`src/hdl/nearest_tempered_note_estimator_defines.svh`:
```
// ----------------------------------------------------------------------------
// nearest_tempered_note_estimator_defines
// Assertion macros used by the note estimator controller.
// ----------------------------------------------------------------------------
`ifndef NEAREST_TEMPERED_NOTE_ESTIMATOR_DEFINES_SVH
`define NEAREST_TEMPERED_NOTE_ESTIMATOR_DEFINES_SVH
`ifndef SYNTH
`define NTE_ASSERT(lbl, prop, msg) \
    lbl: assert property (@(posedge clk) disable iff (!rst_n) prop) else $error(msg);
`define NTE_ASSERT_ALWAYS(lbl, prop, msg) \
    lbl: assert property (@(posedge clk) prop) else $error(msg);
`else
`define NTE_ASSERT(lbl, prop, msg)
`define NTE_ASSERT_ALWAYS(lbl, prop, msg)
`endif
`endif

```
`src/hdl/nte_pkg.sv`:
```
// ----------------------------------------------------------------------------
// nte_pkg
// Shared constants, types and tables of the note estimator.
// ----------------------------------------------------------------------------
package nte_pkg;

    localparam int LOG_FRAC_BITS = 16;
    localparam int FREQ_W = 24;
    localparam int REF_W  = 22;
    localparam int IDX_W  = 4;
    localparam int OCT_W  = 4;
    localparam int CENT_W = 13;
    localparam int MANT_W = 31;
    localparam int PROD_W = 2 * MANT_W;
    localparam int CNT_W  = $clog2(LOG_FRAC_BITS);

    localparam logic [REF_W-1:0]  REF_MIN   = 22'd409600;
    localparam logic [REF_W-1:0]  REF_MAX   = 22'd4096000;
    localparam logic [REF_W-1:0]  REF_RESET = 22'd1802240;
    localparam logic [FREQ_W-1:0] FREQ_LO   = 24'd163840;
    localparam logic [FREQ_W-1:0] FREQ_HI   = 24'd8192000;

    // upper and lower window edges, Q1.30
    localparam logic [MANT_W-1:0] UQ_K = 31'd2071693895;
    localparam logic [MANT_W-1:0] LQ_K = 31'd1029002581;

    typedef enum logic [3:0] {
        OP_NONE,
        OP_CAPTURE,
        OP_MUL_UQ,
        OP_MUL_LQ,
        OP_OCT_UP,
        OP_OCT_DN,
        OP_NORM_F,
        OP_NORM_F0,
        OP_SQ,
        OP_NOTE,
        OP_MUL_NF,
        OP_FIN
    } op_t;

    typedef struct packed {
        op_t op;
    } cmd_t;

    typedef struct packed {
        logic in_range;
        logic up_go;
        logic dn_go;
        logic out_free;
    } sts_t;

    function automatic logic [MANT_W-1:0] semi_ratio(input logic [IDX_W-1:0] k);
        logic [MANT_W-1:0] r;
        case (k)
            4'd0:    r = 31'd1073741824;
            4'd1:    r = 31'd1137589835;
            4'd2:    r = 31'd1205234447;
            4'd3:    r = 31'd1276901417;
            4'd4:    r = 31'd1352829926;
            4'd5:    r = 31'd1433273380;
            4'd6:    r = 31'd1518500250;
            4'd7:    r = 31'd1608794973;
            4'd8:    r = 31'd1704458901;
            4'd9:    r = 31'd1805811301;
            4'd10:   r = 31'd1913190429;
            4'd11:   r = 31'd2026954652;
            default: r = 31'd1073741824;
        endcase
        return r;
    endfunction

endpackage

```
`src/hdl/nte_ifs.sv`:
```
// ----------------------------------------------------------------------------
// nte channel interfaces
// Valid/ready channels for samples, results and the reference register.
// ----------------------------------------------------------------------------
interface nte_in_if;
    logic                      valid;
    logic                      ready;
    logic [nte_pkg::FREQ_W-1:0] measured_freq;
    modport source (output valid, output measured_freq, input ready);
    modport sink (input valid, input measured_freq, output ready);
endinterface

interface nte_out_if;
    logic                             valid;
    logic                             ready;
    logic                             valid_res;
    logic [nte_pkg::IDX_W-1:0]        note_index;
    logic signed [nte_pkg::OCT_W-1:0] octave_offset;
    logic signed [nte_pkg::CENT_W-1:0] cents_deviation;
    logic [nte_pkg::FREQ_W-1:0]       note_freq;
    modport source (output valid, output valid_res, output note_index, output octave_offset,
                    output cents_deviation, output note_freq, input ready);
    modport sink (input valid, input valid_res, input note_index, input octave_offset,
                  input cents_deviation, input note_freq, output ready);
endinterface

interface nte_cfg_if;
    logic                      valid;
    logic                      ready;
    logic [nte_pkg::REF_W-1:0] data;
    modport source (output valid, output data, input ready);
    modport sink (input valid, input data, output ready);
endinterface

```
`src/hdl/nte_datapath.sv`:
```
// ----------------------------------------------------------------------------
// nte_datapath
// Octave search, log2 by squaring, note pick and result register.
// ----------------------------------------------------------------------------
module nte_datapath (
    input  logic                              clk,
    input  logic                              rst_n,
    input  nte_pkg::cmd_t                     cmd,
    output nte_pkg::sts_t                     sts,
    input  logic [nte_pkg::FREQ_W-1:0]        measured_freq,
    input  logic                              cfg_we,
    input  logic [nte_pkg::REF_W-1:0]         cfg_data,
    output logic                              out_valid,
    input  logic                              out_ready,
    output logic                              valid_res,
    output logic [nte_pkg::IDX_W-1:0]         note_index,
    output logic signed [nte_pkg::OCT_W-1:0]  octave_offset,
    output logic signed [nte_pkg::CENT_W-1:0] cents_deviation,
    output logic [nte_pkg::FREQ_W-1:0]        note_freq
);
    import nte_pkg::*;

    localparam int FB  = LOG_FRAC_BITS;
    localparam int LW  = 5 + FB;
    localparam int TW  = LW + 6;
    localparam int CS  = (FB >= 12) ? FB - 12 : 0;
    localparam int CL  = (FB < 12) ? 12 - FB : 0;
    localparam int RND = (CS == 0) ? 0 : 2 ** (CS - 1);
    localparam int HALFM = 2 ** (FB - 1) - 1;

    logic [REF_W-1:0]         ref_reg;
    logic [FREQ_W-1:0]        f_reg;
    logic [REF_W-1:0]         f0_reg;
    logic                     in_range_reg;
    logic signed [OCT_W-1:0]  oct_reg;
    logic [PROD_W-1:0]        q_reg;
    logic [MANT_W-1:0]        m_reg;
    logic [4:0]               ip_reg;
    logic [FB-1:0]            frac_reg;
    logic [LW-1:0]            lf_reg;
    logic [IDX_W-1:0]         best_reg;
    logic signed [CENT_W-1:0] cents_reg;
    logic                     out_valid_reg;
    logic                     res_valid_reg;
    logic [IDX_W-1:0]         res_idx_reg;
    logic signed [OCT_W-1:0]  res_oct_reg;
    logic signed [CENT_W-1:0] res_cents_reg;
    logic [FREQ_W-1:0]        res_nf_reg;

    function automatic logic [4:0] lead_one(input logic [FREQ_W-1:0] v);
        logic [4:0] p;
        p = 5'd0;
        for (int i = 0; i < FREQ_W; i++)
        begin
            if (v[i])
            begin
                p = 5'(i);
            end
        end
        return p;
    endfunction

    // shared multiplier
    logic [MANT_W-1:0] mul_a, mul_b;
    logic [PROD_W-1:0] mul_p;
    always_comb
    begin
        case (cmd.op)
            OP_MUL_UQ:
            begin
                mul_a = {{(MANT_W-REF_W){1'b0}}, f0_reg};
                mul_b = UQ_K;
            end
            OP_MUL_LQ:
            begin
                mul_a = {{(MANT_W-REF_W){1'b0}}, f0_reg};
                mul_b = LQ_K;
            end
            OP_MUL_NF:
            begin
                mul_a = {{(MANT_W-REF_W){1'b0}}, f0_reg};
                mul_b = semi_ratio(best_reg);
            end
            default:
            begin
                mul_a = m_reg;
                mul_b = m_reg;
            end
        endcase
    end
    assign mul_p = mul_a * mul_b;

    // scaled window compare
    logic [3:0]  nsh, psh;
    logic [63:0] lhs, rhs;
    always_comb
    begin
        nsh = oct_reg[3] ? 4'(5'd0 - {oct_reg[3], oct_reg}) : 4'd0;
        psh = oct_reg[3] ? 4'd0 : oct_reg;
        lhs = {10'd0, f_reg, 30'd0} << nsh;
        rhs = {{(64-PROD_W){1'b0}}, q_reg} << psh;
    end

    // normalize
    logic [FREQ_W-1:0] norm_src;
    logic [4:0]        norm_ip;
    logic [MANT_W-1:0] norm_m;
    always_comb
    begin
        norm_src = (cmd.op == OP_NORM_F0) ? {{(FREQ_W-REF_W){1'b0}}, f0_reg} : f_reg;
        norm_ip  = lead_one(norm_src);
        norm_m   = {{(MANT_W-FREQ_W){1'b0}}, norm_src} << (5'd30 - norm_ip);
    end

    logic [31:0] msq;
    assign msq = mul_p[61:30];

    // note selection
    logic signed [LW+1:0] t_pos;
    logic signed [TW-1:0] t12, rnd_sum, best_w, dev;
    logic signed [TW-1:0] cents_w;
    logic [IDX_W-1:0]     best_n;
    logic signed [CENT_W-1:0] cents_n;
    always_comb
    begin
        t_pos = $signed({2'b00, lf_reg}) - $signed({2'b00, ip_reg, frac_reg})
              - ($signed({{(LW+2-OCT_W){oct_reg[3]}}, oct_reg}) <<< FB);
        t12 = ($signed({{4{t_pos[LW+1]}}, t_pos}) <<< 3)
            + ($signed({{4{t_pos[LW+1]}}, t_pos}) <<< 2);
        rnd_sum = t12 + TW'(HALFM);
        best_w  = rnd_sum >>> FB;
        if (best_w < 0)
        begin
            best_n = 4'd0;
        end
        else if (best_w > TW'(11))
        begin
            best_n = 4'd11;
        end
        else
        begin
            best_n = best_w[IDX_W-1:0];
        end
        dev = t12 - ($signed({{(TW-IDX_W){1'b0}}, best_n}) <<< FB);
        if (FB >= 12)
        begin
            cents_w = (dev + TW'(RND)) >>> CS;
        end
        else
        begin
            cents_w = dev <<< CL;
        end
        if (cents_w < -TW'(4096))
        begin
            cents_n = -13'sd4096;
        end
        else if (cents_w > TW'(4095))
        begin
            cents_n = 13'sd4095;
        end
        else
        begin
            cents_n = cents_w[CENT_W-1:0];
        end
    end

    // note frequency rounding
    logic signed [6:0] shs;
    logic [5:0]        sh;
    logic [63:0]       nf_full;
    logic [FREQ_W-1:0] nf_sat;
    always_comb
    begin
        shs = 7'sd30 - $signed({{3{oct_reg[3]}}, oct_reg});
        sh  = shs[5:0];
        nf_full = ({{(64-PROD_W){1'b0}}, q_reg} + (64'd1 << (sh - 6'd1))) >> sh;
        nf_sat  = (nf_full > 64'hFFFFFF) ? 24'hFFFFFF : nf_full[FREQ_W-1:0];
    end

    always_ff @(posedge clk or negedge rst_n)
    begin
        if (!rst_n)
        begin
            ref_reg       <= REF_RESET;
            out_valid_reg <= 1'b0;
        end
        else
        begin
            if (cfg_we)
            begin
                ref_reg <= cfg_data;
            end
            if (cmd.op == OP_FIN)
            begin
                out_valid_reg <= 1'b1;
            end
            else if (out_ready)
            begin
                out_valid_reg <= 1'b0;
            end
        end
    end

    always_ff @(posedge clk)
    begin
        case (cmd.op)
            OP_CAPTURE:
            begin
                f_reg        <= measured_freq;
                in_range_reg <= (measured_freq >= FREQ_LO) && (measured_freq <= FREQ_HI);
                f0_reg       <= (ref_reg < REF_MIN) ? REF_MIN :
                                (ref_reg > REF_MAX) ? REF_MAX : ref_reg;
                oct_reg      <= '0;
            end
            OP_MUL_UQ, OP_MUL_LQ, OP_MUL_NF:
            begin
                q_reg <= mul_p;
            end
            OP_OCT_UP:
            begin
                oct_reg <= oct_reg + 4'sd1;
            end
            OP_OCT_DN:
            begin
                oct_reg <= oct_reg - 4'sd1;
            end
            OP_NORM_F, OP_NORM_F0:
            begin
                if (cmd.op == OP_NORM_F0)
                begin
                    lf_reg <= {ip_reg, frac_reg};
                end
                ip_reg   <= norm_ip;
                m_reg    <= norm_m;
                frac_reg <= '0;
            end
            OP_SQ:
            begin
                frac_reg <= {frac_reg[FB-2:0], msq[31]};
                m_reg    <= msq[31] ? msq[31:1] : msq[30:0];
            end
            OP_NOTE:
            begin
                best_reg  <= best_n;
                cents_reg <= cents_n;
            end
            OP_FIN:
            begin
                res_valid_reg <= in_range_reg;
                res_idx_reg   <= in_range_reg ? best_reg : '0;
                res_oct_reg   <= in_range_reg ? oct_reg : '0;
                res_cents_reg <= in_range_reg ? cents_reg : '0;
                res_nf_reg    <= in_range_reg ? nf_sat : '0;
            end
            default:
            begin
            end
        endcase
    end

    assign sts.in_range = in_range_reg;
    assign sts.up_go    = (oct_reg != 4'sd7) && (lhs > rhs);
    assign sts.dn_go    = (oct_reg != -4'sd8) && (lhs < rhs);
    assign sts.out_free = !out_valid_reg || out_ready;

    assign out_valid       = out_valid_reg;
    assign valid_res       = res_valid_reg;
    assign note_index      = res_idx_reg;
    assign octave_offset   = res_oct_reg;
    assign cents_deviation = res_cents_reg;
    assign note_freq       = res_nf_reg;

endmodule

```
`src/hdl/nte_controller.sv`:
```
// ----------------------------------------------------------------------------
// nte_controller
// Sequencer that steps the datapath through one estimate.
// ----------------------------------------------------------------------------
`include "nearest_tempered_note_estimator_defines.svh"

module nte_controller (
    input  logic          clk,
    input  logic          rst_n,
    input  logic          in_valid,
    output logic          in_ready,
    input  nte_pkg::sts_t sts,
    output nte_pkg::cmd_t cmd
);
    import nte_pkg::*;

    typedef enum logic [12:0] {
        S_IDLE    = 13'b0000000000001,
        S_CHECK   = 13'b0000000000010,
        S_MUL_UQ  = 13'b0000000000100,
        S_UP      = 13'b0000000001000,
        S_MUL_LQ  = 13'b0000000010000,
        S_DN      = 13'b0000000100000,
        S_NORM_F  = 13'b0000001000000,
        S_SQ_F    = 13'b0000010000000,
        S_NORM_F0 = 13'b0000100000000,
        S_SQ_F0   = 13'b0001000000000,
        S_NOTE    = 13'b0010000000000,
        S_MUL_NF  = 13'b0100000000000,
        S_FIN     = 13'b1000000000000
    } state_t;

    state_t           state_reg, state_next;
    logic [CNT_W-1:0] cnt_reg, cnt_next;
    logic             cnt_last;

    assign cnt_last = (cnt_reg == CNT_W'(LOG_FRAC_BITS - 1));

    always_comb
    begin
        state_next = state_reg;
        cnt_next   = cnt_reg;
        cmd.op     = OP_NONE;
        in_ready   = 1'b0;
        case (state_reg)
            S_IDLE:
            begin
                in_ready = 1'b1;
                if (in_valid)
                begin
                    cmd.op     = OP_CAPTURE;
                    state_next = S_CHECK;
                end
            end
            S_CHECK:
            begin
                state_next = sts.in_range ? S_MUL_UQ : S_FIN;
            end
            S_MUL_UQ:
            begin
                cmd.op     = OP_MUL_UQ;
                state_next = S_UP;
            end
            S_UP:
            begin
                if (sts.up_go)
                begin
                    cmd.op = OP_OCT_UP;
                end
                else
                begin
                    state_next = S_MUL_LQ;
                end
            end
            S_MUL_LQ:
            begin
                cmd.op     = OP_MUL_LQ;
                state_next = S_DN;
            end
            S_DN:
            begin
                if (sts.dn_go)
                begin
                    cmd.op = OP_OCT_DN;
                end
                else
                begin
                    state_next = S_NORM_F;
                end
            end
            S_NORM_F:
            begin
                cmd.op     = OP_NORM_F;
                cnt_next   = '0;
                state_next = S_SQ_F;
            end
            S_SQ_F:
            begin
                cmd.op   = OP_SQ;
                cnt_next = cnt_reg + CNT_W'(1);
                if (cnt_last)
                begin
                    cnt_next   = '0;
                    state_next = S_NORM_F0;
                end
            end
            S_NORM_F0:
            begin
                cmd.op     = OP_NORM_F0;
                state_next = S_SQ_F0;
            end
            S_SQ_F0:
            begin
                cmd.op   = OP_SQ;
                cnt_next = cnt_reg + CNT_W'(1);
                if (cnt_last)
                begin
                    cnt_next   = '0;
                    state_next = S_NOTE;
                end
            end
            S_NOTE:
            begin
                cmd.op     = OP_NOTE;
                state_next = S_MUL_NF;
            end
            S_MUL_NF:
            begin
                cmd.op     = OP_MUL_NF;
                state_next = S_FIN;
            end
            S_FIN:
            begin
                // hold until the result register can take the transaction
                if (sts.out_free)
                begin
                    cmd.op     = OP_FIN;
                    state_next = S_IDLE;
                end
            end
            default:
            begin
                state_next = S_IDLE;
            end
        endcase
    end

    always_ff @(posedge clk or negedge rst_n)
    begin
        if (!rst_n)
        begin
            state_reg <= S_IDLE;
            cnt_reg   <= '0;
        end
        else
        begin
            state_reg <= state_next;
            cnt_reg   <= cnt_next;
        end
    end

    `NTE_ASSERT(a_accept_check, (in_valid && in_ready) |=> (state_reg == S_CHECK), "accept must start a pass")
    `NTE_ASSERT(a_fin_free, (cmd.op == OP_FIN) |-> sts.out_free, "result written while occupied")
    `NTE_ASSERT_ALWAYS(a_cnt_bound, cnt_reg <= CNT_W'(LOG_FRAC_BITS - 1), "square counter overrun")

endmodule

```
`src/hdl/nearest_tempered_note_estimator.sv`:
```
// ----------------------------------------------------------------------------
// nearest_tempered_note_estimator
// Nearest equal-tempered note, octave, deviation and note frequency.
// ----------------------------------------------------------------------------
// One sample is processed at a time. An in-range sample occupies the block for
// the octave search, one step per octave, and two passes of FB squaring
// iterations (FB = LOG_FRAC_BITS = 16) through the single shared 31x31
// multiplier; an out-of-range sample skips them. Both wait longer when the
// previous result is still held in the output register. A finished result
// waits in the output register while the next sample is accepted.
module nearest_tempered_note_estimator (
    input logic      clk,
    input logic      rst_n,
    nte_in_if.sink   sample,
    nte_cfg_if.sink  cfg,
    nte_out_if.source result
);
    import nte_pkg::*;

    cmd_t cmd;
    sts_t sts;

    assign cfg.ready = 1'b1;

    nte_controller u_ctrl (
        .clk      (clk),
        .rst_n    (rst_n),
        .in_valid (sample.valid),
        .in_ready (sample.ready),
        .sts      (sts),
        .cmd      (cmd)
    );

    nte_datapath u_dp (
        .clk             (clk),
        .rst_n           (rst_n),
        .cmd             (cmd),
        .sts             (sts),
        .measured_freq   (sample.measured_freq),
        .cfg_we          (cfg.valid),
        .cfg_data        (cfg.data),
        .out_valid       (result.valid),
        .out_ready       (result.ready),
        .valid_res       (result.valid_res),
        .note_index      (result.note_index),
        .octave_offset   (result.octave_offset),
        .cents_deviation (result.cents_deviation),
        .note_freq       (result.note_freq)
    );

endmodule

```
`src/flat_wrapper.sv`:
```
// flat-port wrapper written by rule: the top's interface ports become plain ports
module nearest_tempered_note_estimator_flat import nte_pkg::*;
  (clk, rst_n, sample_valid, sample_measured_freq, sample_ready, cfg_valid, cfg_data, cfg_ready, result_valid, result_valid_res, result_note_index, result_octave_offset, result_cents_deviation, result_note_freq, result_ready);
  nte_in_if sample_i ();
  nte_cfg_if cfg_i ();
  nte_out_if result_i ();
  input logic clk;
  input logic rst_n;
  input wire logic [$bits(sample_i.valid)-1:0] sample_valid;
  input wire logic [$bits(sample_i.measured_freq)-1:0] sample_measured_freq;
  output wire logic [$bits(sample_i.ready)-1:0] sample_ready;
  input wire logic [$bits(cfg_i.valid)-1:0] cfg_valid;
  input wire logic [$bits(cfg_i.data)-1:0] cfg_data;
  output wire logic [$bits(cfg_i.ready)-1:0] cfg_ready;
  output wire logic [$bits(result_i.valid)-1:0] result_valid;
  output wire logic [$bits(result_i.valid_res)-1:0] result_valid_res;
  output wire logic [$bits(result_i.note_index)-1:0] result_note_index;
  output wire logic [$bits(result_i.octave_offset)-1:0] result_octave_offset;
  output wire logic [$bits(result_i.cents_deviation)-1:0] result_cents_deviation;
  output wire logic [$bits(result_i.note_freq)-1:0] result_note_freq;
  input wire logic [$bits(result_i.ready)-1:0] result_ready;
  assign sample_i.valid = sample_valid;
  assign sample_i.measured_freq = sample_measured_freq;
  assign sample_ready = sample_i.ready;
  assign cfg_i.valid = cfg_valid;
  assign cfg_i.data = cfg_data;
  assign cfg_ready = cfg_i.ready;
  assign result_valid = result_i.valid;
  assign result_valid_res = result_i.valid_res;
  assign result_note_index = result_i.note_index;
  assign result_octave_offset = result_i.octave_offset;
  assign result_cents_deviation = result_i.cents_deviation;
  assign result_note_freq = result_i.note_freq;
  assign result_i.ready = result_ready;
  nearest_tempered_note_estimator u_core (.clk(clk), .rst_n(rst_n), .sample(sample_i), .cfg(cfg_i), .result(result_i));
endmodule
```
`config.mk`:
```
export PLATFORM = sky130hd
export DESIGN_NAME = nearest_tempered_note_estimator_flat
export DESIGN_NICKNAME = d
export VERILOG_FILES = /design/src/hdl/nte_pkg.sv /design/src/hdl/nte_ifs.sv /design/src/hdl/nte_datapath.sv /design/src/hdl/nte_controller.sv /design/src/hdl/nearest_tempered_note_estimator.sv /design/src/flat_wrapper.sv
export VERILOG_INCLUDE_DIRS = /design/src /design/src/hdl
export SDC_FILE = /design/constraint.sdc
export NUM_CORES = 2
export LEC_CHECK = 0
export BUFFER_PORTS_ARGS = -buffer_cell sky130_fd_sc_hd__buf_2
export CAP_MARGIN = 20
export CELL_PAD_IN_SITES_DETAIL_PLACEMENT = 0
export CELL_PAD_IN_SITES_GLOBAL_PLACEMENT = 1
export CORE_ASPECT_RATIO = 0.9
export CORE_MARGIN = 2
export CORE_UTILIZATION = 50
export DETAILED_ROUTE_END_ITERATION = 12
export MAX_ROUTING_LAYER = met4
export PLACE_DENSITY_LB_ADDON = 0.1
export SYNTH_ARGS = -nofsm -noshare
export SYNTH_HDL_FRONTEND = slang
export SYNTH_SLANG_ARGS = --single-unit
```
`constraint.sdc`:
```
create_clock -name clk -period 18.5 [get_ports clk]
set_clock_uncertainty 0.05 [all_clocks]
set_input_delay 0.925 -clock clk [delete_from_list [all_inputs] [get_ports clk]]
set_output_delay 0.925 -clock clk [all_outputs]
set_load 0.01 [all_outputs]
```
==> impl_results.md <==
- Hold Crit Class: reg -> reg
- Post-route setup TNS: 0 ps
- Met3 Resource Use GR: 7.97%
- Area of the die: 127000 um^2
- Number of antenna violations at the first check in global routing: 11
- Final worst path period share: 71.3%
- Highest-count cells in the layout ignoring fill and taps: sky130_fd_sc_hd__inv_1 (1020), sky130_fd_sc_hd__nand2_1 (934), sky130_fd_sc_hd__fa_1 (842), sky130_fd_sc_hd__nor2_1 (773), sky130_fd_sc_hd__ha_1 (471)
- First-pass GRT wire length: 335000 um
- Level count of the clock H-tree: 2
- Post-layout net count: 8583
- Synthesis Warnings: 0
- Detailed-placement wirelength estimate: 180000 um
- Antenna-violating nets left: 0
- Total CTS buffers: 35
- Seq cells post-synth: 319
- Prevailing post-synth register cell: sky130_fd_sc_hd__edfxtp_1
- Max Fanout on Critical Path: 63
- Run status: completed
- Worst-Skew Late Latency: 590 ps
- Initial core utilization: 50.5%
- Area added between synthesis and finish: 5.89%
- Critical-path top delay cell: sky130_fd_sc_hd__buf_4
- Fraction of final layout cells with drive strength greater than 1: 6.98%
- Critical path capture point type: flip-flop
- Post-detailed-route DRC marker count: 0
- Cell count after synthesis: 7302
- Crit path required time: 18740 ps
- Post-synth ARST share: 12.5%
- Headroom to the max-slew limit: 18.5%
- Most used cell along the critical path: sky130_fd_sc_hd__fa_1
- Buffers from clock root to sink, at most: 3
- CTS clk-pin slew, worst paths: 70 ps
- Met1 Usage GRT: 51.4%
- Count of distinct cell types in the synthesized netlist: 116
- RD Place Congestion: 0.996
- Number of core rows: 122
- Sum of buffers and inverters on the critical path: 9
- Share of the core filled with cells: 53.4%
- Top delay family on crit path: adder cells
- Most common cell after layout, fill and taps aside: sky130_fd_sc_hd__inv_1
- Number of port buffers: 98
- Area of the placeable core: 123000 um^2
- Unrepaired setup endpoints after global routing: no
- Final Max Slew Viols: 0
- Fmax: 75.8 MHz
- Clock tree from TritonCTS: done
- Number of top-level pins: 100
- Post-CTS Hold Buffers: 0
- GRT busiest layer: met1
- Total routed wirelength: 225000 um
- Pin count of the biggest net entering global routing: 76
- Total vias in the final route: 54100
- Number of cells upsized or downsized after cts: 0
- Number of global-route vias before repair: 51900
- Root Driver: sky130_fd_sc_hd__clkbuf_16
- Category of the most critical setup path: reg -> reg
- Met2 Usage GRT: 51.1%
- Seq/Total Area, Yosys: 14.6%
- Syn avg cell area: 8.50 um^2
- Total track usage: 36.0%
- Post-CTS setup repair buffer count: 0
- Final hold vios: 0
- Signal arrival time at the worst endpoint: 13440 ps
- Slowest stage delay, CP: 820 ps
- 1st-pass router iterations: 6
- Remaining Overflow, GRT: 0
- Type of element launching the critical path: flip-flop
- Overall die width: 375 um
- Die Height: 338 um
- Number of flops mapped to enable cells by yosys: 249
- Worst Max-Slew Pin Slew: 1220 ps
- Shortest period the worst path allows: 13200 ps
- Sink Count: 319
- Setup-violating endpoint count in the final report: 0
- Max FFs per register: 62
- Cell Area, Synth: 62100 um^2
- Routed vias/inst: 6.10
- Maximum capacitance violations: 0
- Average wire length per cell after detail routing: 25.4 um
- Initial DRC Count: 5463
==> final cells by class <==
class	instances	area (um^2)
repair buffers	244	1680
inverters	1026	3850
clock buffers	45	953
multi-input cells	5592	48000
well taps	1612	2020
flip-flops and latches	319	9090
clock inverters	19	163
fillers	11700	57300
diodes	9	22.5
==> synth_stat cells, types with 30 or more instances <==
library cell | number | area share [%]
sky130_fd_sc_hd__buf_1 | 34 | 0.21
sky130_fd_sc_hd__a21oi_1 | 323 | 2.6
sky130_fd_sc_hd__ha_1 | 472 | 9.5
sky130_fd_sc_hd__and2_1 | 109 | 1.1
sky130_fd_sc_hd__dfrtp_1 | 34 | 1.4
sky130_fd_sc_hd__clkbuf_1 | 303 | 1.8
sky130_fd_sc_hd__o21a_1 | 62 | 0.75
sky130_fd_sc_hd__nor4_1 | 44 | 0.44
sky130_fd_sc_hd__mux2_2 | 53 | 0.96
sky130_fd_sc_hd__xnor2_1 | 113 | 1.6
sky130_fd_sc_hd__o21ai_0 | 262 | 2.1
sky130_fd_sc_hd__xor2_1 | 52 | 0.73
sky130_fd_sc_hd__nand2b_1 | 55 | 0.55
sky130_fd_sc_hd__inv_1 | 1021 | 6.2
sky130_fd_sc_hd__and3_1 | 42 | 0.42
sky130_fd_sc_hd__o22ai_1 | 33 | 0.33
sky130_fd_sc_hd__a211oi_1 | 51 | 0.62
sky130_fd_sc_hd__o211ai_1 | 46 | 0.56
sky130_fd_sc_hd__nand4_1 | 63 | 0.63
sky130_fd_sc_hd__nor2b_1 | 38 | 0.38
sky130_fd_sc_hd__dfxtp_1 | 30 | 0.97
sky130_fd_sc_hd__nand3_1 | 103 | 0.83
sky130_fd_sc_hd__a21o_1 | 100 | 1.2
sky130_fd_sc_hd__nand2_1 | 938 | 5.7
sky130_fd_sc_hd__edfxtp_1 | 249 | 12
sky130_fd_sc_hd__mux2i_1 | 352 | 5.7
sky130_fd_sc_hd__a31oi_1 | 49 | 0.49
sky130_fd_sc_hd__nor3_1 | 112 | 0.90
sky130_fd_sc_hd__buf_2 | 31 | 0.25
sky130_fd_sc_hd__fa_1 | 842 | 27
sky130_fd_sc_hd__nor2_1 | 774 | 4.7
==> worst reg2reg max path: cells and delay by family (launching register included) <==
kind                       cells  cell delay (ps)
adders and majority gates      9             3640
buffers and inverters          9             2900
AOI/OAI and AO/OA             10             2740
and+or+nand+nor               11             2430
muxes                          2              620
DFF                            1              410
xor gates and xnor gates       1              130
==> layer usage <==
| metal | up-vias | routed length, um |
|---|---|---|
| met5 | - | 0 |
| met4 | 0 | 7590 |
| met3 | 384 | 22700 |
| met2 | 2537 | 95400 |
| met1 | 27000 | 99200 |
| li1 | 24100 | - |
==> through the flow <==
step           hold WS (ps)  setup slack (ps)  cell area (um^2)  std cells
4_1_cts                 402              5380             65600       8848
5_1_grt                 416              4580             65700       8863
3_5_place_dp            387              5420             64500       8784
6_report                402              5300             65800       8866
2_1_floorplan           376              5460             62100       7315
3_3_place_gp            379              5630             64400       8781
==> path summary, 6_finish.rpt <==
path | from | to | slack, ps | depth (start not counted)
hold reg to reg | u_core.u_dp.frac_reg[7] | u_core.u_dp.lf_reg[7] | 400 | 0
setup / recovery | u_core.u_ctrl.state_reg[12] | u_core.u_dp.m_reg[4] | 5300 | 42
min in group asynchronous | rst_n | u_core.u_dp.ref_reg[1] | 440 | 1
hold / removal | u_core.u_dp.frac_reg[7] | u_core.u_dp.lf_reg[7] | 400 | 0
setup reg to reg | u_core.u_ctrl.state_reg[12] | u_core.u_dp.m_reg[4] | 5300 | 42
max in group asynchronous | rst_n | u_core.u_dp.out_valid | 17350 | 1
==> cell families (layout without fill, tap and decap cells) <==
family | count (synthesis) | in the layout | share of synthesized area [%]
buf+inv | 1404 | 1334 | 8.63
fa+ha+maj | 1314 | 1314 | 36.7
flops | 319 | 319 | 14.6
other cells | 2 | 24 | 0.0121
compound gates | 1281 | 1281 | 13.7
mux | 412 | 412 | 6.89
xor+xnor | 165 | 165 | 2.33
simple gates | 2405 | 2405 | 17.2
Power is left out: the tool's default activity adds up to more than one toggle a clock period on the data nets, which glitch-free logic cannot reach.
